===== src/hw/rtl/shuffled_lehmer_random_generator_defines.svh =====
// ----------------------------------------------------------------------------
// Shuffled Lehmer random generator: assertion macros
// Implication checks used by the file that carries assertions.
// ----------------------------------------------------------------------------
`ifndef SHUFFLED_LEHMER_RANDOM_GENERATOR_DEFINES_SVH
`define SHUFFLED_LEHMER_RANDOM_GENERATOR_DEFINES_SVH

// Same-cycle implication, gated by the active-low reset
`define SLRG_ASSERT_IMPL(label, clk, rst_n, ante, cons, msg) \
  label: assert property (@(posedge clk) disable iff (!rst_n) (ante) |-> (cons)) \
    else $error(msg);

// Next-cycle implication, gated by the active-low reset
`define SLRG_ASSERT_NEXT(label, clk, rst_n, ante, cons, msg) \
  label: assert property (@(posedge clk) disable iff (!rst_n) (ante) |=> (cons)) \
    else $error(msg);

`endif


===== src/hw/rtl/slrg_pkg.sv =====
// ----------------------------------------------------------------------------
// slrg_pkg
// Constants and small arithmetic helpers of the shuffled Lehmer generator.
// ----------------------------------------------------------------------------
`default_nettype none

package slrg_pkg;

  // Generator arithmetic
  localparam int unsigned ValW     = 31;
  localparam int unsigned MulW     = 15;
  localparam int unsigned ProdW    = ValW + MulW;
  localparam logic [MulW-1:0] LehMul = MulW'(16807);
  localparam logic [ValW-1:0] LehMod = 31'h7FFF_FFFF;

  // Shuffle table
  localparam int unsigned TableDepth = 32;
  localparam int unsigned TblAw      = $clog2(TableDepth);
  localparam int unsigned InitSteps  = TableDepth + 8;
  localparam int unsigned CntW       = $clog2(InitSteps);

  // Result fraction
  localparam int unsigned FracW   = 24;
  localparam logic [FracW-1:0] FracMax = 24'd16777213;

  // Stream widths
  localparam int unsigned InTdataW  = 8;
  localparam int unsigned OutTdataW = ((ValW + FracW + 7) / 8) * 8;

  // Replace a seed that would lock the generator at zero
  function automatic logic [ValW-1:0] seed_fix(input logic [ValW-1:0] s);
    logic [ValW-1:0] r;
    r = s;
    if (s == '0 || s == LehMod) begin
      r = ValW'(1);
    end
    return r;
  endfunction

  // Slot = floor(TableDepth * held / (2^31 - 2 + TableDepth)), exact
  function automatic logic [TblAw-1:0] slot_of(input logic [ValW-1:0] held);
    localparam int unsigned SpW = ValW + TblAw;
    localparam int unsigned CrW = 2 * TblAw + 1;
    logic [SpW-1:0]   p;
    logic [TblAw-1:0] q0;
    logic [CrW-1:0]   corr;
    logic [TblAw-1:0] q;
    p    = SpW'(held) * SpW'(TableDepth);
    q0   = p[SpW-1:ValW];
    corr = CrW'(q0) * CrW'(TableDepth - 2);
    q    = q0;
    if (p[ValW-1:0] < ValW'(corr)) begin
      q = q0 - TblAw'(1);
    end
    return q;
  endfunction

  // floor(v * 2^24 / (2^31 - 1)), clamped just below one
  function automatic logic [FracW-1:0] frac_of(input logic [ValW-1:0] v);
    logic [FracW-1:0] a;
    logic [ValW-1:0]  b;
    logic [ValW:0]    s;
    logic [FracW:0]   q;
    a = v[ValW-1:ValW-FracW];
    b = {v[ValW-FracW-1:0], {FracW{1'b0}}};
    s = (ValW+1)'(a) + (ValW+1)'(b);
    q = (FracW+1)'(a) + (FracW+1)'(s >= (ValW+1)'(LehMod));
    if (q > (FracW+1)'(FracMax)) begin
      q = (FracW+1)'(FracMax);
    end
    return q[FracW-1:0];
  endfunction

endpackage

`default_nettype wire


===== src/hw/rtl/slrg_lehmer_unit.sv =====
// ----------------------------------------------------------------------------
// slrg_lehmer_unit
// Shared Lehmer step x * 16807 mod (2^31 - 1): a registered multiply
// followed by a Mersenne fold in the next cycle.
// ----------------------------------------------------------------------------
`default_nettype none

module slrg_lehmer_unit (
  input  wire                          clk_i,
  input  wire                          mul_en_i,
  input  wire  [slrg_pkg::ValW-1:0]    x_i,
  output logic [slrg_pkg::ValW-1:0]    y_o
);
  import slrg_pkg::*;

  logic [ProdW-1:0] prod_q;
  logic [ValW:0]    sum;

  // Capture the product
  always_ff @(posedge clk_i) begin
    if (mul_en_i) begin
      prod_q <= ProdW'(x_i) * ProdW'(LehMul);
    end
  end

  // Fold high part onto low part, one conditional subtract
  always_comb begin
    sum = (ValW+1)'(prod_q[ValW-1:0]) + (ValW+1)'(prod_q[ProdW-1:ValW]);
    if (sum >= (ValW+1)'(LehMod)) begin
      sum = sum - (ValW+1)'(LehMod);
    end
    y_o = sum[ValW-1:0];
  end

endmodule

`default_nettype wire


===== src/hw/rtl/slrg_table.sv =====
// ----------------------------------------------------------------------------
// slrg_table
// Shuffle table: one write port and one read port with registered data.
// ----------------------------------------------------------------------------
`default_nettype none

module slrg_table (
  input  wire                          clk_i,
  input  wire                          wr_en_i,
  input  wire  [slrg_pkg::TblAw-1:0]   wr_addr_i,
  input  wire  [slrg_pkg::ValW-1:0]    wr_data_i,
  input  wire  [slrg_pkg::TblAw-1:0]   rd_addr_i,
  output logic [slrg_pkg::ValW-1:0]    rd_data_o
);
  import slrg_pkg::*;

  logic [ValW-1:0] mem [TableDepth];
  logic [ValW-1:0] rd_data_q;

  // Write port
  always_ff @(posedge clk_i) begin
    if (wr_en_i) begin
      mem[wr_addr_i] <= wr_data_i;
    end
  end

  // Read port, every cycle
  always_ff @(posedge clk_i) begin
    rd_data_q <= mem[rd_addr_i];
  end

  assign rd_data_o = rd_data_q;

endmodule

`default_nettype wire


===== src/hw/rtl/shuffled_lehmer_random_generator.sv =====
// ----------------------------------------------------------------------------
// shuffled_lehmer_random_generator: a draw runs from accept through a multiply
// state, then fold + table swap, which waits for a free output register; no new
// request is taken until the draw is done. An initialization adds 40 shared
// Lehmer steps, each a multiply state and then a fold state.
// Reset arms initialization, seed resets to 1; output register comes up empty.
`default_nettype none
`include "shuffled_lehmer_random_generator_defines.svh"

module shuffled_lehmer_random_generator (
  input  wire                               clk_i,
  input  wire                               rst_ni,
  // Seed register write
  input  wire                               cfg_valid_i,
  output logic                              cfg_ready_o,
  input  wire  [slrg_pkg::ValW-1:0]         cfg_data_i,
  // Requests
  input  wire                               s_axis_tvalid,
  output logic                              s_axis_tready,
  input  wire  [slrg_pkg::InTdataW-1:0]     s_axis_tdata,   // [0] restart
  // Results
  output logic                              m_axis_tvalid,
  input  wire                               m_axis_tready,
  output logic [slrg_pkg::OutTdataW-1:0]    m_axis_tdata    // [30:0] sample, [54:31] fraction
);
  import slrg_pkg::*;

  localparam int unsigned StW = 3;
  localparam logic [StW-1:0] ST_IDLE      = 3'd0;
  localparam logic [StW-1:0] ST_INIT_MUL  = 3'd1;
  localparam logic [StW-1:0] ST_INIT_FOLD = 3'd2;
  localparam logic [StW-1:0] ST_DRAW_MUL  = 3'd3;
  localparam logic [StW-1:0] ST_DRAW_FOLD = 3'd4;

  logic [StW-1:0]   st_q, st_d;
  logic [CntW-1:0]  cnt_q, cnt_d;
  logic [ValW-1:0]  seed_q;
  logic             needs_init_q, needs_init_d;
  logic [ValW-1:0]  lstate_q, lstate_d;
  logic [ValW-1:0]  held_q, held_d;
  logic             out_valid_q, out_valid_d;
  logic [ValW-1:0]  sample_q;
  logic [FracW-1:0] frac_q;
  logic             out_load;

  logic             in_xact;
  logic             cfg_xact;
  logic             mul_en;
  logic [ValW-1:0]  fold_y;
  logic [TblAw-1:0] slot;
  logic             wr_en;
  logic [TblAw-1:0] wr_addr;
  logic [TblAw-1:0] rd_addr;
  logic [ValW-1:0]  rd_data;

  assign cfg_ready_o   = 1'b1;
  assign s_axis_tready = (st_q == ST_IDLE);
  assign in_xact       = s_axis_tvalid & s_axis_tready;
  assign cfg_xact      = cfg_valid_i & cfg_ready_o;
  assign slot          = slot_of(held_q);
  assign rd_addr       = slot;

  // Shared Lehmer step
  slrg_lehmer_unit u_lehmer (
    .clk_i    (clk_i),
    .mul_en_i (mul_en),
    .x_i      (lstate_q),
    .y_o      (fold_y)
  );

  // Shuffle table
  slrg_table u_table (
    .clk_i     (clk_i),
    .wr_en_i   (wr_en),
    .wr_addr_i (wr_addr),
    .wr_data_i (fold_y),
    .rd_addr_i (rd_addr),
    .rd_data_o (rd_data)
  );

  // Sequencer
  always_comb begin
    st_d         = st_q;
    cnt_d        = cnt_q;
    lstate_d     = lstate_q;
    held_d       = held_q;
    needs_init_d = needs_init_q;
    mul_en       = 1'b0;
    wr_en        = 1'b0;
    wr_addr      = slot;
    out_load     = 1'b0;

    case (st_q)
      ST_IDLE: begin
        if (in_xact) begin
          if (needs_init_q || s_axis_tdata[0]) begin
            lstate_d = seed_fix(seed_q);
            cnt_d    = CntW'(InitSteps - 1);
            st_d     = ST_INIT_MUL;
          end else begin
            st_d = ST_DRAW_MUL;
          end
        end
      end
      ST_INIT_MUL: begin
        mul_en = 1'b1;
        st_d   = ST_INIT_FOLD;
      end
      ST_INIT_FOLD: begin
        lstate_d = fold_y;
        // Keep the last TableDepth steps, entry 0 last
        if (cnt_q < CntW'(TableDepth)) begin
          wr_en   = 1'b1;
          wr_addr = cnt_q[TblAw-1:0];
        end
        if (cnt_q == '0) begin
          held_d       = fold_y;
          needs_init_d = 1'b0;
          st_d         = ST_DRAW_MUL;
        end else begin
          cnt_d = cnt_q - CntW'(1);
          st_d  = ST_INIT_MUL;
        end
      end
      ST_DRAW_MUL: begin
        mul_en = 1'b1;
        st_d   = ST_DRAW_FOLD;
      end
      ST_DRAW_FOLD: begin
        // Swap only once the output register is free
        if (!out_valid_q || m_axis_tready) begin
          lstate_d = fold_y;
          wr_en    = 1'b1;
          held_d   = rd_data;
          out_load = 1'b1;
          st_d     = ST_IDLE;
        end
      end
      default: begin
        st_d = ST_IDLE;
      end
    endcase

    // Seed write arms reinitialization
    if (cfg_xact) begin
      needs_init_d = 1'b1;
    end
  end

  // Output register valid
  always_comb begin
    out_valid_d = out_valid_q;
    if (m_axis_tvalid && m_axis_tready) begin
      out_valid_d = 1'b0;
    end
    if (out_load) begin
      out_valid_d = 1'b1;
    end
  end

  // Control state
  always_ff @(posedge clk_i or negedge rst_ni) begin
    if (!rst_ni) begin
      st_q         <= ST_IDLE;
      cnt_q        <= '0;
      seed_q       <= ValW'(1);
      needs_init_q <= 1'b1;
      lstate_q     <= '0;
      held_q       <= '0;
      out_valid_q  <= 1'b0;
    end else begin
      st_q         <= st_d;
      cnt_q        <= cnt_d;
      needs_init_q <= needs_init_d;
      lstate_q     <= lstate_d;
      held_q       <= held_d;
      out_valid_q  <= out_valid_d;
      if (cfg_xact) begin
        seed_q <= cfg_data_i;
      end
    end
  end

  // Result payload
  always_ff @(posedge clk_i) begin
    if (out_load) begin
      sample_q <= rd_data;
      frac_q   <= frac_of(rd_data);
    end
  end

  assign m_axis_tvalid = out_valid_q;
  assign m_axis_tdata  = {{(OutTdataW - ValW - FracW){1'b0}}, frac_q, sample_q};

  // Checks
  `SLRG_ASSERT_IMPL(a_sample_nonzero, clk_i, rst_ni, m_axis_tvalid, sample_q != '0, "sample is zero")
  `SLRG_ASSERT_IMPL(a_frac_clamped, clk_i, rst_ni, m_axis_tvalid, frac_q <= FracMax, "fraction above clamp")
  `SLRG_ASSERT_NEXT(a_restart_inits, clk_i, rst_ni, in_xact && s_axis_tdata[0], st_q == ST_INIT_MUL, "restart did not start initialization")

endmodule

`default_nettype wire


===== config.mk =====
export PLATFORM = sky130hd
export DESIGN_NAME = shuffled_lehmer_random_generator
export DESIGN_NICKNAME = d
export VERILOG_FILES = /design/src/hw/rtl/slrg_pkg.sv /design/src/hw/rtl/slrg_lehmer_unit.sv /design/src/hw/rtl/slrg_table.sv /design/src/hw/rtl/shuffled_lehmer_random_generator.sv
export VERILOG_INCLUDE_DIRS = /design/src /design/src/hw/rtl
export SDC_FILE = /design/constraint.sdc
export NUM_CORES = 2
export LEC_CHECK = 0
export BUFFER_PORTS_ARGS = -buffer_cell sky130_fd_sc_hd__buf_2
export CAP_MARGIN = 40
export CORE_MARGIN = 2
export CORE_UTILIZATION = 50
export DETAILED_ROUTE_END_ITERATION = 8
export PLACE_DENSITY_LB_ADDON = 0.1
export SYNTH_ARGS = -nofsm -noshare
export SYNTH_HDL_FRONTEND = slang
export SYNTH_HIERARCHICAL = 1
export SYNTH_SLANG_ARGS = --single-unit

===== constraint.sdc =====
create_clock -name clk_i -period 5.91 [get_ports clk_i]
set_input_delay 0.591 -clock clk_i [delete_from_list [all_inputs] [get_ports clk_i]]
set_output_delay 0.591 -clock clk_i [all_outputs]
set_load 0.03 [all_outputs]

==> flow_summary.json <==
{
  "numCtsBuffers": 132,
  "setup_viol": 1,
  "tightest_slew_ps": 883,
  "routed_wl_microns": 153000,
  "gr-usage-met1_pct": 36.0,
  "drv_cap": 0,
  "core-area_sq_um": 115000,
  "slew_violations": 0,
  "cts_tree": "built",
  "grt_use_met2_pct": 42.4,
  "use_met3_pct": 3.79,
  "cts.reportedPaths.clkPinSlew_ps": 60,
  "vias": 35400,
  "num_io_pins": 103,
  "synth_area_per_cell_sq_um": 14.2,
  "rsz0062_at_grt": "true",
  "drc": 0,
  "grt_busiest_layer": "met2",
  "fillers": 8806,
  "grt_max_degree": 62,
  "gr-usage-all-layers_pct": 25.8,
  "antenna_cells": 0,
  "max_slew_margin_pct": 41.1,
  "fin_nets": 4992,
  "clkSinkCount": 1228,
  "tns_ps": -42.7,
  "yosysUniqueCellTypes": 95,
  "synthToLayoutAreaGrowth_pct": 19.5,
  "finalCriticalPeriod_ps": 5950,
  "gr-total-overflow": 0,
  "syn_area_sq_um": 57900,
  "io_buffers": 93,
  "antenna_found_initial": 1,
  "h-tree-depth": 4,
  "hold_depth": 2,
  "hold_class": "in -> reg",
  "worstPathRequired_ps": 6380,
  "cts_root_buf": "clkbuf_16",
  "max_freq_ghz": 0.168,
  "finalCritPeriodShare_pct": 101,
  "insertion_delay_ps": 750,
  "cts.path.max_buffers": 3,
  "num_rows": 124,
  "cp.arrival_ps": 6430,
  "synthFlopType": "edfxtp_1",
  "gp_congestion": 0.903,
  "r2r_cells": 24,
  "start_util_pct": 50.5,
  "first_iter_violations": 3019,
  "worstSetupStartpointType": "flop",
  "drive_above_1_share_pct": 20.4,
  "grt_pass1_wl_microns": 225000,
  "seq_area_frac_synth_pct": 62.2,
  "criticalPathCategory": "reg -> reg",
  "end_kind": "flop",
  "synth-async-reset-ratio_pct": 8.47,
  "violations": "negative setup slack",
  "synth-seq-cells": 1228,
  "hpwl_microns": 103000,
  "grt_pass1_vias": 35000,
  "fin_ws_ps": -42.7,
  "syn_nets": 4487,
  "die_w_microns": 344,
  "dieArea_sq_um": 119000,
  "skew_ps": 30.8,
  "multiInputGateArea_sq_um": 20500,
  "ff_latch_area_sq_um": 36100,
  "viasPerCell": 5.72,
  "ys_warn_count": 6,
  "die_y_microns": 344,
  "crit_fanout": 3,
  "post-place-ws_ps": -273,
  "synth-edff-count": 1093,
  "outcome": "finished, violations left",
  "wire_per_inst_microns": 24.7,
  "hold_viol_final": 0,
  "antenna_left": 0,
  "drt_pass1_iterations": 5,
  "syn-instance-count": 4074
}
[synth_stat cells (36+ instances only)]
master	number	area share [%]
buf_2	53	0.46
buf_4	36	0.47
nor2_1	168	1.1
clkbuf_1	70	0.45
a22oi_1	123	1.6
nor3_1	47	0.41
o21ai_0	43	0.37
a31oi_1	51	0.55
inv_1	341	2.2
nand2_1	170	1.1
ha_1	228	4.9
nand3_1	131	1.1
a21oi_1	223	1.9
edfxtp_1	1093	57
fa_1	141	4.9
dfrtp_1	102	4.4
mux2i_1	527	9.1
a22o_1	65	0.98
xnor2_1	66	1.0
[layer usage]
metal | vias to the layer above | wire length (microns)
met4 | 2 | 4040
met2 | 1027 | 73700
met3 | 224 | 8370
met1 | 18000 | 66800
li1 | 16200 | -
met5 | - | 13
[logic make-up (layout without fill, tap and decap cells)]
family | count (synthesis) | after routing | synth area share [%]
AOI/OAI and AO/OA | 626 | 626 | 7.25
adders and majority gates | 369 | 369 | 9.80
muxes | 560 | 560 | 9.75
buffers and inverters | 516 | 1123 | 3.79
xor gates and xnor gates | 101 | 101 | 1.53
and+or+nand+nor | 672 | 672 | 5.67
DFF | 1228 | 1228 | 62.2
other | 2 | 2 | 0.0130
[cells in the final DEF, fill, tap and decap left out, types with 130 or more instances in the layout]
cell       netlist  final
inv_1          341    320
a21oi_1        223    214
buf_4           36    334
clkbuf_16        0    143
mux2i_1        527    524
ha_1           228    214
nand3_1        131    130
fa_1           141    138
nand2_1        170    168
edfxtp_1      1093   1093
[critical path, cell delays in order, from the launching register on]
cell and delay, ps:
dfrtp_2 390, inv_2 60, fa_1 550, inv_1 50
ha_1 260, inv_1 40, fa_1 480, inv_1 50
fa_1 450, fa_1 520, inv_1 50, fa_1 490
inv_2 50, ha_4 210, a21o_1 150, a21o_1 150
a21o_1 200, a21oi_2 170, o2111ai_2 130, o21ai_2 190
o211ai_1 150, a221oi_2 310, nor2b_1 110, o41a_1 340
xor2_1 150
[final cells by class]
cell class	count	area share, %
Inverter	341	1.85
Clock inverter	62	0.833
Tap cell	1512	2.73
Multi-Input combinational cell	2330	29.7
Clock buffer	174	5.18
Sequential cell	1228	52.1
Timing Repair Buffer	546	7.66
[state kept, by name, summed over array words and instances (netlist names), 24 cells and up]
| signal | flops |
|---|---|
| u_table/rd_data_o | 31 |
| u_table/mem | 992 |
| frac_q | 24 |
| held_q | 31 |
| lstate_q | 31 |
| sample_q | 31 |
| seed_q | 31 |
| u_lehmer/prod_q | 46 |
[worst paths after layout]
path | from | to | slack, ps
max | lstate_q[17] | u_lehmer/prod_q[41] | -40
min | cfg_data_i[20] | seed_q[20] | 70
max reg2reg | lstate_q[17] | u_lehmer/prod_q[41] | -40
min reg2reg | needs_init_q | needs_init_q | 510
max in group asynchronous | rst_ni | held_q[27] | 4130
min in group asynchronous | rst_ni | held_q[20] | 500
[per-stage QoR]
step	hold slack [ps]	util, %	instances	instance area (sq um)
finish	70.0	60.4	6193	69200
CTS	30.5	59.9	6168	68600
global route	55.6	60.4	6193	69200
global placement	497	56.0	5923	64200
detailed placement	503	56.1	5926	64300
floorplan	295	-	4074	58000
[what timing repair did]
item,in CTS,in global routing
endpoints found under the setup margin,17,806
endpoints found under the hold margin,56,0
hold buffers,1,0
resized for setup,35,55
cloned,0,7
pin swaps,32,32
setup buffers,5,18
Power is not shown: default switching activity piles up to over one toggle a cycle in this logic, so the estimate is an artifact.
